### config.mk
export PLATFORM = sky130hd
export DESIGN_NAME = mtde_cell
export DESIGN_NICKNAME = d
export VERILOG_FILES = /design/src/design/mtde_pkg.sv /design/src/design/mtde_cell.sv
export SDC_FILE = /design/constraint.sdc
export NUM_CORES = 1
export LEC_CHECK = 0
export BUFFER_PORTS_ARGS = -buffer_cell sky130_fd_sc_hd__buf_2
export CORE_ASPECT_RATIO = 0.75
export CORE_MARGIN = 2
export CORE_UTILIZATION = 54
export CTS_CLUSTER_SIZE = 16
export DETAILED_ROUTE_END_ITERATION = 8
export GPL_TIMING_DRIVEN = 0
export HOLD_SLACK_MARGIN = 0.06
export PLACE_DENSITY = 0.82
export RECOVER_POWER = 50
export SLEW_MARGIN = 10
export SYNTH_ARGS = -nofsm -noshare
export SYNTH_HDL_FRONTEND = slang
export SYNTH_SLANG_ARGS = --single-unit
### constraint.sdc
create_clock -name clk -period 8.3 [get_ports clk]
set_input_delay 1.245 -clock clk [delete_from_list [all_inputs] [get_ports clk]]
set_output_delay 1.245 -clock clk [all_outputs]
set_load 0.01 [all_outputs]
### src/design/mtde_pkg.sv
`timescale 1ns / 1ps
// ----------------------------------------------------------------------------
// mtde_pkg
// Shared types and constants for the max total distance element block.
// ----------------------------------------------------------------------------
package mtde_pkg;

  // store depth and derived widths
  localparam int MAX_ITEMS = 256;
  localparam int IDX_W     = $clog2(MAX_ITEMS);
  localparam int CNT_W     = $clog2(MAX_ITEMS + 1);
  localparam int VAL_W     = 32;
  localparam int SUM_W     = VAL_W + IDX_W;

  // input beat
  typedef struct packed {
    logic signed [VAL_W-1:0] value;
    logic                    last;
  } mtde_in_t;

  // result beat
  typedef struct packed {
    logic signed [VAL_W-1:0] farthest_element;
    logic                    dropped;
  } mtde_out_t;

  // control broadcast to every cell
  typedef struct packed {
    logic load;   // shift toward the tail, new element enters cell 0
    logic clr;    // clear accumulators
    logic acc;    // add distance to the broadcast element
    logic drain;  // shift toward cell 0
    logic flush;  // drop all elements
  } mtde_ctl_t;

endpackage

### src/design/mtde_cell.sv
`timescale 1ns / 1ps
// ----------------------------------------------------------------------------
// mtde_cell
// One element slot: holds a value, a valid bit and a distance accumulator,
// shifts with its neighbors during load and drain.
// ----------------------------------------------------------------------------
module mtde_cell
  import mtde_pkg::*;
(
  input  logic                    clk,
  input  logic                    rst_n,
  input  mtde_ctl_t               ctl,
  input  logic signed [VAL_W-1:0] bcast,
  input  logic signed [VAL_W-1:0] prev_val,
  input  logic                    prev_vld,
  input  logic signed [VAL_W-1:0] next_val,
  input  logic [SUM_W-1:0]        next_acc,
  input  logic                    next_vld,
  output logic signed [VAL_W-1:0] val,
  output logic [SUM_W-1:0]        acc,
  output logic                    vld
);

  logic signed [VAL_W-1:0] val_r, val_nxt;
  logic [SUM_W-1:0]        acc_r, acc_nxt;
  logic                    vld_r, vld_nxt;
  logic signed [VAL_W:0]   diff;
  logic [VAL_W-1:0]        abs_diff;

  // absolute difference to the broadcast element
  assign diff     = {val_r[VAL_W-1], val_r} - {bcast[VAL_W-1], bcast};
  assign abs_diff = diff[VAL_W] ? VAL_W'(-diff) : diff[VAL_W-1:0];

  // next state
  always_comb begin
    val_nxt = val_r;
    acc_nxt = acc_r;
    vld_nxt = vld_r;
    if (ctl.load) begin
      val_nxt = prev_val;
      vld_nxt = prev_vld;
      acc_nxt = '0;
    end else if (ctl.drain) begin
      val_nxt = next_val;
      vld_nxt = next_vld;
      acc_nxt = next_acc;
    end else if (ctl.acc && vld_r) begin
      acc_nxt = acc_r + SUM_W'(abs_diff);
    end
    if (ctl.clr) begin
      acc_nxt = '0;
    end
    if (ctl.flush) begin
      vld_nxt = 1'b0;
    end
  end

  // valid bit
  always_ff @(posedge clk) begin
    if (!rst_n) begin
      vld_r <= 1'b0;
    end else begin
      vld_r <= vld_nxt;
    end
  end

  // payload
  always_ff @(posedge clk) begin
    val_r <= val_nxt;
    acc_r <= acc_nxt;
  end

  assign val = val_r;
  assign acc = acc_r;
  assign vld = vld_r;

endmodule

==> results of run 1 <==
[worst min-delay path, delay by kind of cell (launching register included)]
kind	cells	cell delay (ns)
compound gates	1	0.07
flops	1	0.35
simple gates	1	0.07
[layout make-up]
type                    instances  area share (%)
well taps                     175            2.36
clock buffers                  10            2.47
inverters                      49            1.99
plain buffers                  42            1.86
multi-input cells             815            60.7
flip-flops and latches         73            19.2
clock inverters                 6           0.716
repair buffers                215            10.6
[where the power goes]
part | internal, W | switching [W]
logic | 0.000427 | 0.000607
clock network | 0.000234 | 0.000169
registers | 0.000405 | 0.0000195
[synth_stat cells (5+ instances only)]
cell type | number | area, um^2
sky130_fd_sc_hd__a211oi_1 | 7 | 52.6
sky130_fd_sc_hd__a21boi_0 | 5 | 37.5
sky130_fd_sc_hd__a21o_1 | 26 | 195
sky130_fd_sc_hd__a21oi_1 | 108 | 541
sky130_fd_sc_hd__a31o_2 | 5 | 43.8
sky130_fd_sc_hd__a31oi_1 | 7 | 43.8
sky130_fd_sc_hd__a32oi_1 | 7 | 61.3
sky130_fd_sc_hd__and2_1 | 7 | 43.8
sky130_fd_sc_hd__and3_1 | 13 | 81.3
sky130_fd_sc_hd__buf_1 | 6 | 22.5
sky130_fd_sc_hd__buf_2 | 6 | 30.0
sky130_fd_sc_hd__clkbuf_1 | 29 | 109
sky130_fd_sc_hd__dfxtp_1 | 41 | 821
sky130_fd_sc_hd__edfxtp_1 | 32 | 961
sky130_fd_sc_hd__ha_1 | 68 | 851
sky130_fd_sc_hd__inv_1 | 49 | 184
sky130_fd_sc_hd__mux2_2 | 34 | 383
sky130_fd_sc_hd__mux2i_1 | 13 | 130
sky130_fd_sc_hd__nand2_1 | 103 | 387
sky130_fd_sc_hd__nand2b_1 | 8 | 50.1
sky130_fd_sc_hd__nand3_1 | 20 | 100
sky130_fd_sc_hd__nand4_1 | 11 | 68.8
sky130_fd_sc_hd__nor2_1 | 65 | 244
sky130_fd_sc_hd__nor2b_1 | 6 | 37.5
sky130_fd_sc_hd__nor3_1 | 25 | 125
sky130_fd_sc_hd__nor4_1 | 10 | 62.6
sky130_fd_sc_hd__o211a_1 | 7 | 70.1
sky130_fd_sc_hd__o211ai_1 | 13 | 97.6
sky130_fd_sc_hd__o21a_1 | 6 | 45.0
sky130_fd_sc_hd__o21ai_0 | 76 | 380
sky130_fd_sc_hd__o21bai_1 | 5 | 37.5
sky130_fd_sc_hd__o31ai_1 | 7 | 52.6
sky130_fd_sc_hd__or2_2 | 8 | 50.1
sky130_fd_sc_hd__or3_1 | 5 | 31.3
sky130_fd_sc_hd__xnor2_1 | 50 | 438
sky130_fd_sc_hd__xor2_1 | 23 | 201
[through the flow]
stage                     hold WS, ns  std cells  util (%)  setup WS, ns  instance area [um^2]
after CTS                       0.532       1385      67.3         0.550                  9350
after global routing            0.560       1385      66.7         0.170                  9270
final                           0.539       1385      66.7         0.722                  9270
after detailed placement        0.510       1369      65.2         0.238                  9060
after global placement          0.515       1369      65.2         0.295                  9060
after floorplan                 0.511        979         -          1.59                  7760
[registers in the layout, summed over array words and instances, names as in the netlist]
| signal | cells |
|---|---|
| vld | 1 |
| acc | 40 |
| val | 32 |
[cell families (layout without fill, tap and decap cells)]
logic type	count (synthesis)	in the layout	synth area share [%]
xor gates and xnor gates	75	75	8.66
and+or+nand+nor	307	307	19.7
adders and majority gates	70	70	11.5
AOI/OAI and AO/OA	316	316	26.0
muxes	47	47	6.61
buffers and inverters	91	322	4.59
DFF	73	73	23.0
[path summary, 6_finish.rpt]
| kind | slack, ns | start | endpoint |
|---|---|---|---|
| setup / recovery | 0.72 | bcast[0] | acc[39] |
| hold / removal | 0.54 | acc[13] | acc[13] |
| setup reg to reg | 1.33 | val[0] | acc[39] |
| hold reg to reg | 0.54 | acc[13] | acc[13] |
[routing by layer]
metal,vias to the layer above,global-route usage [%],routed length (um)
li1,4050,-,-
met1,3709,40.6,10300
met2,326,46.1,9970
met3,12,4.76,1920
met4,0,4.38,116
met5,-,0,0
[repair_timing]
item,in CTS,in global routing
resized for setup,0,1
setup endpoints to repair,0,4
endpoints found under the hold margin,0,0
==> results.md, run 1 <==
Run status:
- The run finished with clean final reports.

Logic synthesis:
- The count of cell types in the netlist is 78.
- Counting flops with a built-in enable in the synthesized netlist gives 32.
- The leading register cell type out of synthesis is sky130_fd_sc_hd__dfxtp_1.
- The net count after synthesis is 1194.
- The share of the Yosys chip area taken by registers is 23.0%.
- The Yosys step of the flow raised 0 warnings.
- Summing every instance area after synthesis gives 7760 um^2.
- Synthesis produced 979 cells.
- After synthesis the netlist holds a flip-flop and latch count of 73.
- In the synthesized netlist the async set-or-reset flop fraction comes to 0%.
- The average instance area after synthesis is 7.93 um^2.

Setup path:
- The biggest cell delay along the critical path is 0.54 ns.
- The number of cells on the worst reg-to-reg path is 24.
- STA classifies the critical path endpoint as a register.
- The critical path is of the in -> reg type.
- The category of the worst setup path launch point is an input port.
- Counting buffers and inverters, the worst setup path is 24 cells deep.
- The master of the slowest instance on the critical path is sky130_fd_sc_hd__a41oi_1.
- The library cell appearing most often on the critical path is sky130_fd_sc_hd__a31o_2.
- Traced cell by cell, the critical path runs through buf_2 > ha_1 > fa_1 > nand2b_1 > a21oi_1 > o211ai_1 > and3_1 > o41ai_2 > a31o_2 > nand2_1 > a31o_2 > clkbuf_1 > o21ai_0 > ha_1 > a21o_1 > a21oi_1 > o21ai_0 > a31o_2 > a41oi_1 > o211a_1 > o41ai_1 > a21oi_2 > mux2i_1 > nand2_1.
- Together, buffers and inverters on the worst path number 2.
- Along the worst path, the maximum fanout reaches 10.
- STA puts the critical path data required time at 8.53 ns.
- The arrival time at the worst endpoint is 7.81 ns.
- The family of cells with the greatest summed delay on the critical path is compound AO/OA/AOI/OAI gates.

Drt:
- Dividing the detail-routed wire length by the instance count gives 16.1 um.
- The routed layout has 8097 vias.
- The average vias per placed instance is 5.85.
- The total wire length is 22400 um.
- The DRC violation count after routing is 0.
- The detailed-router iteration count before antenna repair is 5.
- In this run the remaining antenna-violating nets after routing total 0.
- The detailed router finished its first iteration with 674 violations.

Clock network:
- Clock latency on the worst-skew pair, taken at its later pin, is 0.34 ns.
- The CTS buffer count is 9.
- The worst-case clock buffer depth is 2.
- The number of clock sinks seen by CTS is 73.
- Clock-pin slew was measured on the worst setup and hold paths at 0.06 ns.
- In this run the number of H-tree levels came out at 3.
- After clock tree synthesis, the setup repair step added 0 buffers.
- The CTS root buffer is sky130_fd_sc_hd__clkbuf_16.
- After clock tree synthesis, the flow added hold-fix buffers numbering 0.
- TritonCTS built the clock tree.

Timing:
- The final critical-path share of the clock period is 91.3%.
- The number of max-slew violations in the final report is 0.
- The final clock skew is 0.0105 ns.
- Setup repair after global routing left no endpoint under its margin.
- Derived from the worst setup path, the maximum achievable clock frequency is 132 MHz.
- The minimum clock period is 7.58 ns.
- The worst slew margin relative to its limit is 43.2%.
- The final count of hold timing violations is 0.
- The final setup TNS is 0 ns.
- The setup violation total in the final timing report is 0.
- For the pin with the worst max-slew slack, the measured transition is 0.852 ns.

GRT:
- The number of global-route vias before repair is 7323.
- The overall global routing resource usage is 28.5%.
- The number of antenna violations at the first check in global routing was 0.
- The global-route wire length before repair is 35200 um.
- Entering global routing, the biggest net connects 33 pins.
- The total congestion overflow after global routing is 0.

Job:
- The max-cap violation count is 0.

Hold path:
- Along the worst hold path, the cell count comes to 2.
- The path category of the worst min-delay check is reg -> reg.

Final layout:
- The number of antenna diodes in the final layout is 0.
- The fill cell total of the finished layout is 1269.
- The final net count is 1420.
- The growth of design area from synthesis to finish is 19.4%.
- The most frequent standard cell in the layout excluding fill and tap cells is sky130_fd_sc_hd__buf_2.
- The sequential cells in the finished layout cover a total of 1780 um^2.
- The share of layout cells above drive strength 1 is 19.4%.
- The top cell types in the final layout, fill and taps aside, are sky130_fd_sc_hd__buf_2, sky130_fd_sc_hd__a21oi_1, sky130_fd_sc_hd__clkbuf_1.
- The combined area of the multi-input logic cells is 5630 um^2.

Floorplanning:
- The vertical die dimension is 108 um.
- 218 I/O pins were placed.
- The initial utilization of the core area, before any placement, comes to 55.9%.
- The die is 142 um wide.
- The core area is 13900 um^2.
- The die area is 15400 um^2.
- The number of core rows is 37.

Power:
- The peak ir drop on the vdd network is 0.123 mV.
- The leakage dissipation is 4.12 nW.
- In this run the power density over the cells is 201 nW/um^2.
- Summing internal, switching and leakage power gives 0.00186 W.

Placed design:
- At the end of routability-driven placement, the weighted congestion stood at 0.965.
- Detailed placement ended at an HPWL of 17900 um.
- The number of I/O port buffers is 215.
Note: power is estimated with default switching activity, not from simulation.
==> run 2: changes to the inputs <==
--- a/config.mk
+++ b/config.mk
@@ -12,8 +12,8 @@
 export CTS_CLUSTER_SIZE = 16
 export DETAILED_ROUTE_END_ITERATION = 8
 export GPL_TIMING_DRIVEN = 0
-export HOLD_SLACK_MARGIN = 0.06
-export PLACE_DENSITY = 0.82
+export HOLD_SLACK_MARGIN = 0.15
+export PLACE_DENSITY = 0.88
 export RECOVER_POWER = 50
 export SLEW_MARGIN = 10
 export SYNTH_ARGS = -nofsm -noshare
==> constraint.sdc (replaced) <==
create_clock -name clk -period 8.2 [get_ports clk]
set_input_delay 1.23 -clock clk [delete_from_list [all_inputs] [get_ports clk]]
set_output_delay 1.23 -clock clk [all_outputs]
set_load 0.01 [all_outputs]
==> run 2 against run 1 <==
Routed wire length is 2.2% higher. Worst hold slack better by 0.0015 ns. Critical path depth did not move. Sequential cell count unchanged. First-iteration DRC count is 16% higher. Core utilization up 0.13 points. Global-route usage up 1.0 points. Non-clock buffer count unchanged. Clock-buffer cell count stayed put. Final area up 0.19%. Cell count barely moved.
==> results.md, run 2 (synthesized netlist as in run 1, its figures left out) <==
Setup path:
- The biggest cell delay along the critical path is 0.55 ns (about the same).
- The worst register-to-register path begins at val[0].
- The type of destination of the critical path is a register.
- STA classifies the critical path startpoint as an input port.
- The kind of critical path is in -> reg.
- The required time of the worst setup path came to 8.44 ns (-0.09 ns).
- The maximum fanout along the worst path came to 10 (unchanged).
- The arrival time at the worst endpoint is 8.02 ns (+0.21 ns).
- In this design, the critical path's most frequently occurring cell is sky130_fd_sc_hd__a31o_2.
- Traced cell by cell, the critical path runs through buf_2 > ha_1 > fa_1 > nand2b_1 > a21oi_1 > o211ai_1 > and3_1 > o41ai_2 > a31o_2 > nand2_1 > a31o_2 > clkbuf_1 > o21ai_0 > ha_1 > a21o_1 > a21oi_1 > o21ai_0 > a31o_2 > a41oi_1 > o211a_1 > o41ai_1 > a21oi_2 > mux2i_1 > nand2_1.
- The kind of cell with the highest combined delay along the critical path is compound AO/OA/AOI/OAI gates.
- The worst path buffer plus inverter count is 2 (unchanged).
- The slowest stage of the critical path belongs to the cell sky130_fd_sc_hd__a41oi_1.
- The startpoint of the most critical setup path is bcast[0].

Clock network:
- The total of hold buffers inserted after clock tree synthesis was 0 (unchanged).
- The CTS tree is built.
- The tree is rooted in a sky130_fd_sc_hd__clkbuf_16.
- The number of clock sinks seen by CTS is 73 (unchanged).
- The clock-pin slew reported for the worst setup and hold paths after clock tree synthesis is 0.07 ns (about the same).
- The worst-case clock buffer depth is 2 (unchanged).
- The post-CTS setup repair buffer count came to 0 (unchanged).
- The maximum level of the CTS H-tree came to 3 (unchanged).
- The number of cells upsized or downsized after cts is 0 (unchanged).
- The CTS buffer count is 9 (unchanged).
- The later-pin clock latency in the skew report is 0.35 ns (about the same).

Final layout:
- The final net count is 1420 (unchanged).
- The fill cell total of the finished layout is 1270 (+0.079%).
- The most frequent standard cell in the layout excluding fill and tap cells is sky130_fd_sc_hd__buf_2.
- The share of layout cells above drive strength 1 came to 19.5% (+0.083 points).
- The flip-flop count of the largest register after layout came to 40 (unchanged).
- The growth of design area from synthesis to finish is 19.6%.
- In the layout the commonest cells are sky130_fd_sc_hd__buf_2, sky130_fd_sc_hd__a21oi_1, sky130_fd_sc_hd__clkbuf_1, sky130_fd_sc_hd__nand2_1, sky130_fd_sc_hd__o21ai_0.

Drt:
- The average vias per placed instance is 5.98 (+2.3%).
- The detailed-router iteration count before antenna repair is 5 (unchanged).
- The number of design-rule violations left by the first detailed-router iteration is 781 (+16%).
- The final antenna-violating net count is 0 (unchanged).
- The DRC violation count after routing came to 0 (unchanged).
- The routed via count came to 8293 (+2.4%).
- The wire length per cell after detailed routing is 16.5 um (+2.1%).
- The total wire length is 22800 um (+2.2%).

GRT:
- The met1 track utilization from global routing is 40.2% (-0.41 points).
- The met2 usage came to 48.2% (+2.1 points).
- The overall global routing resource usage came to 29.5% (+1.0 points).
- The pin count of the biggest net entering global routing is 33 (unchanged).
- In this run the most used layer during global routing was met2.
- The number of global-route vias before repair is 7843 (+7.1%).
- The number of antenna violations at the first check in global routing is 1 (+1).
- The met3 usage in global routing is 5.87% (+1.1 points).
- The total congestion overflow after global routing is 0 (unchanged).
- The global-route wire length before repair was 36600 um (+3.9%).

Power:
- The leakage dissipation is 4.13 nW (+0.27%).
- The peak ir drop on the vdd network was 0.122 mV (-0.90%).
- The total power per unit cell area is 206 nW/um^2 (+2.4%).

Floorplanning:
- The starting utilization of the core area is 55.9% (unchanged).
- The number of I/O pins came to 218 (unchanged).
- The core area was 13900 um^2 (unchanged).
- The vertical die dimension is 108 um (unchanged).
- The die extent in x was 142 um (unchanged).
- The die area is 15400 um^2 (unchanged).
- The number of core rows is 37 (unchanged).

Run status:
- The run finished with clean final reports.

Timing:
- Static timing analysis puts the maximum clock frequency at 129 MHz.
- The final setup TNS is 0 ns (unchanged).
- The number of max-slew violations in the final report is 0 (unchanged).
- The post-route worst setup slack is 0.419 ns (-0.303 ns).
- The minimum clock period is 7.78 ns.
- The setup violation total in the final timing report was 0 (unchanged).
- The transition time at the pin with the least slew margin is 0.870 ns (+0.0176 ns).
- The final clock skew is 0.0115 ns (+0.00103 ns).
- After layout, the worst path uses 94.9% of the clock period.
- Setup repair after global routing left no endpoint under its margin.
- The worst slew margin relative to its limit is 42.0% (-1.2 points).
- The final count of hold timing violations is 0 (unchanged).

Placed design:
- The routability congestion estimate from global placement is 0.997 (+3.3%).
- The number of I/O port buffers is 215 (unchanged).
- The post-DP HPWL is 18100 um (+1.5%).
- The post-placement setup slack is 0.0596 ns (-0.178 ns).

Job:
- The max-cap violation count is 0 (unchanged).

Hold path:
- The beginning of the worst hold path is acc[13].
- The path category of the worst min-delay check is reg -> reg.
## run 2: changes by cell type in the layout (fill, tap and decap cells not counted)
cell                         change
sky130_fd_sc_hd__inv_6           +2
sky130_fd_sc_hd__clkbuf_1        -1
sky130_fd_sc_hd__clkbuf_8        +1
sky130_fd_sc_hd__clkinv_2        -1
sky130_fd_sc_hd__clkinvlp_4      -1
sky130_fd_sc_hd__diode_2         +1
## run 2: per-layer routing
| metal | routed length, um | up-vias |
|---|---|---|
| met1 | 10300 | 3816 |
| li1 | - | 4053 |
| met4 | 322 | 0 |
| met2 | 10100 | 399 |
| met3 | 2110 | 25 |
| met5 | 0 | - |
## run 2: worst paths after layout
kind                            endpoint  slack (ns)  cells after the start
worst max-delay path             acc[35]        0.42                     24
worst max register to register   acc[35]        1.01                     24
worst min register to register   acc[13]        0.54                      2
worst min-delay path             acc[13]        0.54                      2
## run 2: report_power, final
group          internal, W  total, W  switching [W]
registers         0.000410  0.000430      0.0000200
logic             0.000433   0.00105       0.000619
clock network     0.000248  0.000429       0.000180
## run 2: final cells by class
cell class	count	area, um^2	area share, %
clock inverter	6	71.3	0.768
antenna	1	2.50	0.0270
timing repair buffer	215	985	10.6
inverter	49	184	1.98
tap	175	219	2.36
clock buffer	10	239	2.57
sequential	73	1780	19.2
multi-input combinational	815	5630	60.6
buffer	42	173	1.86
## run 2: worst min-delay path, stage by stage, from the launching register on
cell and delay, ns:
sky130_fd_sc_hd__dfxtp_1 0.35, sky130_fd_sc_hd__nand2_1 0.07, sky130_fd_sc_hd__a31oi_1 0.07
## run 2: through the flow
step / instances / util (%) / total power, W / instance area [um^2] / hold WS (ns)
after floorplan: 979 / - / 0.00123 / 7760 / 0.511
final: 1386 / 66.8 / 0.00191 / 9280 / 0.540
after global routing: 1386 / 66.8 / 0.00204 / 9280 / 0.569
after CTS: 1385 / 67.5 / 0.00190 / 9370 / 0.540
after detailed placement: 1369 / 65.2 / 0.00147 / 9060 / 0.530
after global placement: 1369 / 65.2 / 0.00145 / 9060 / 0.516
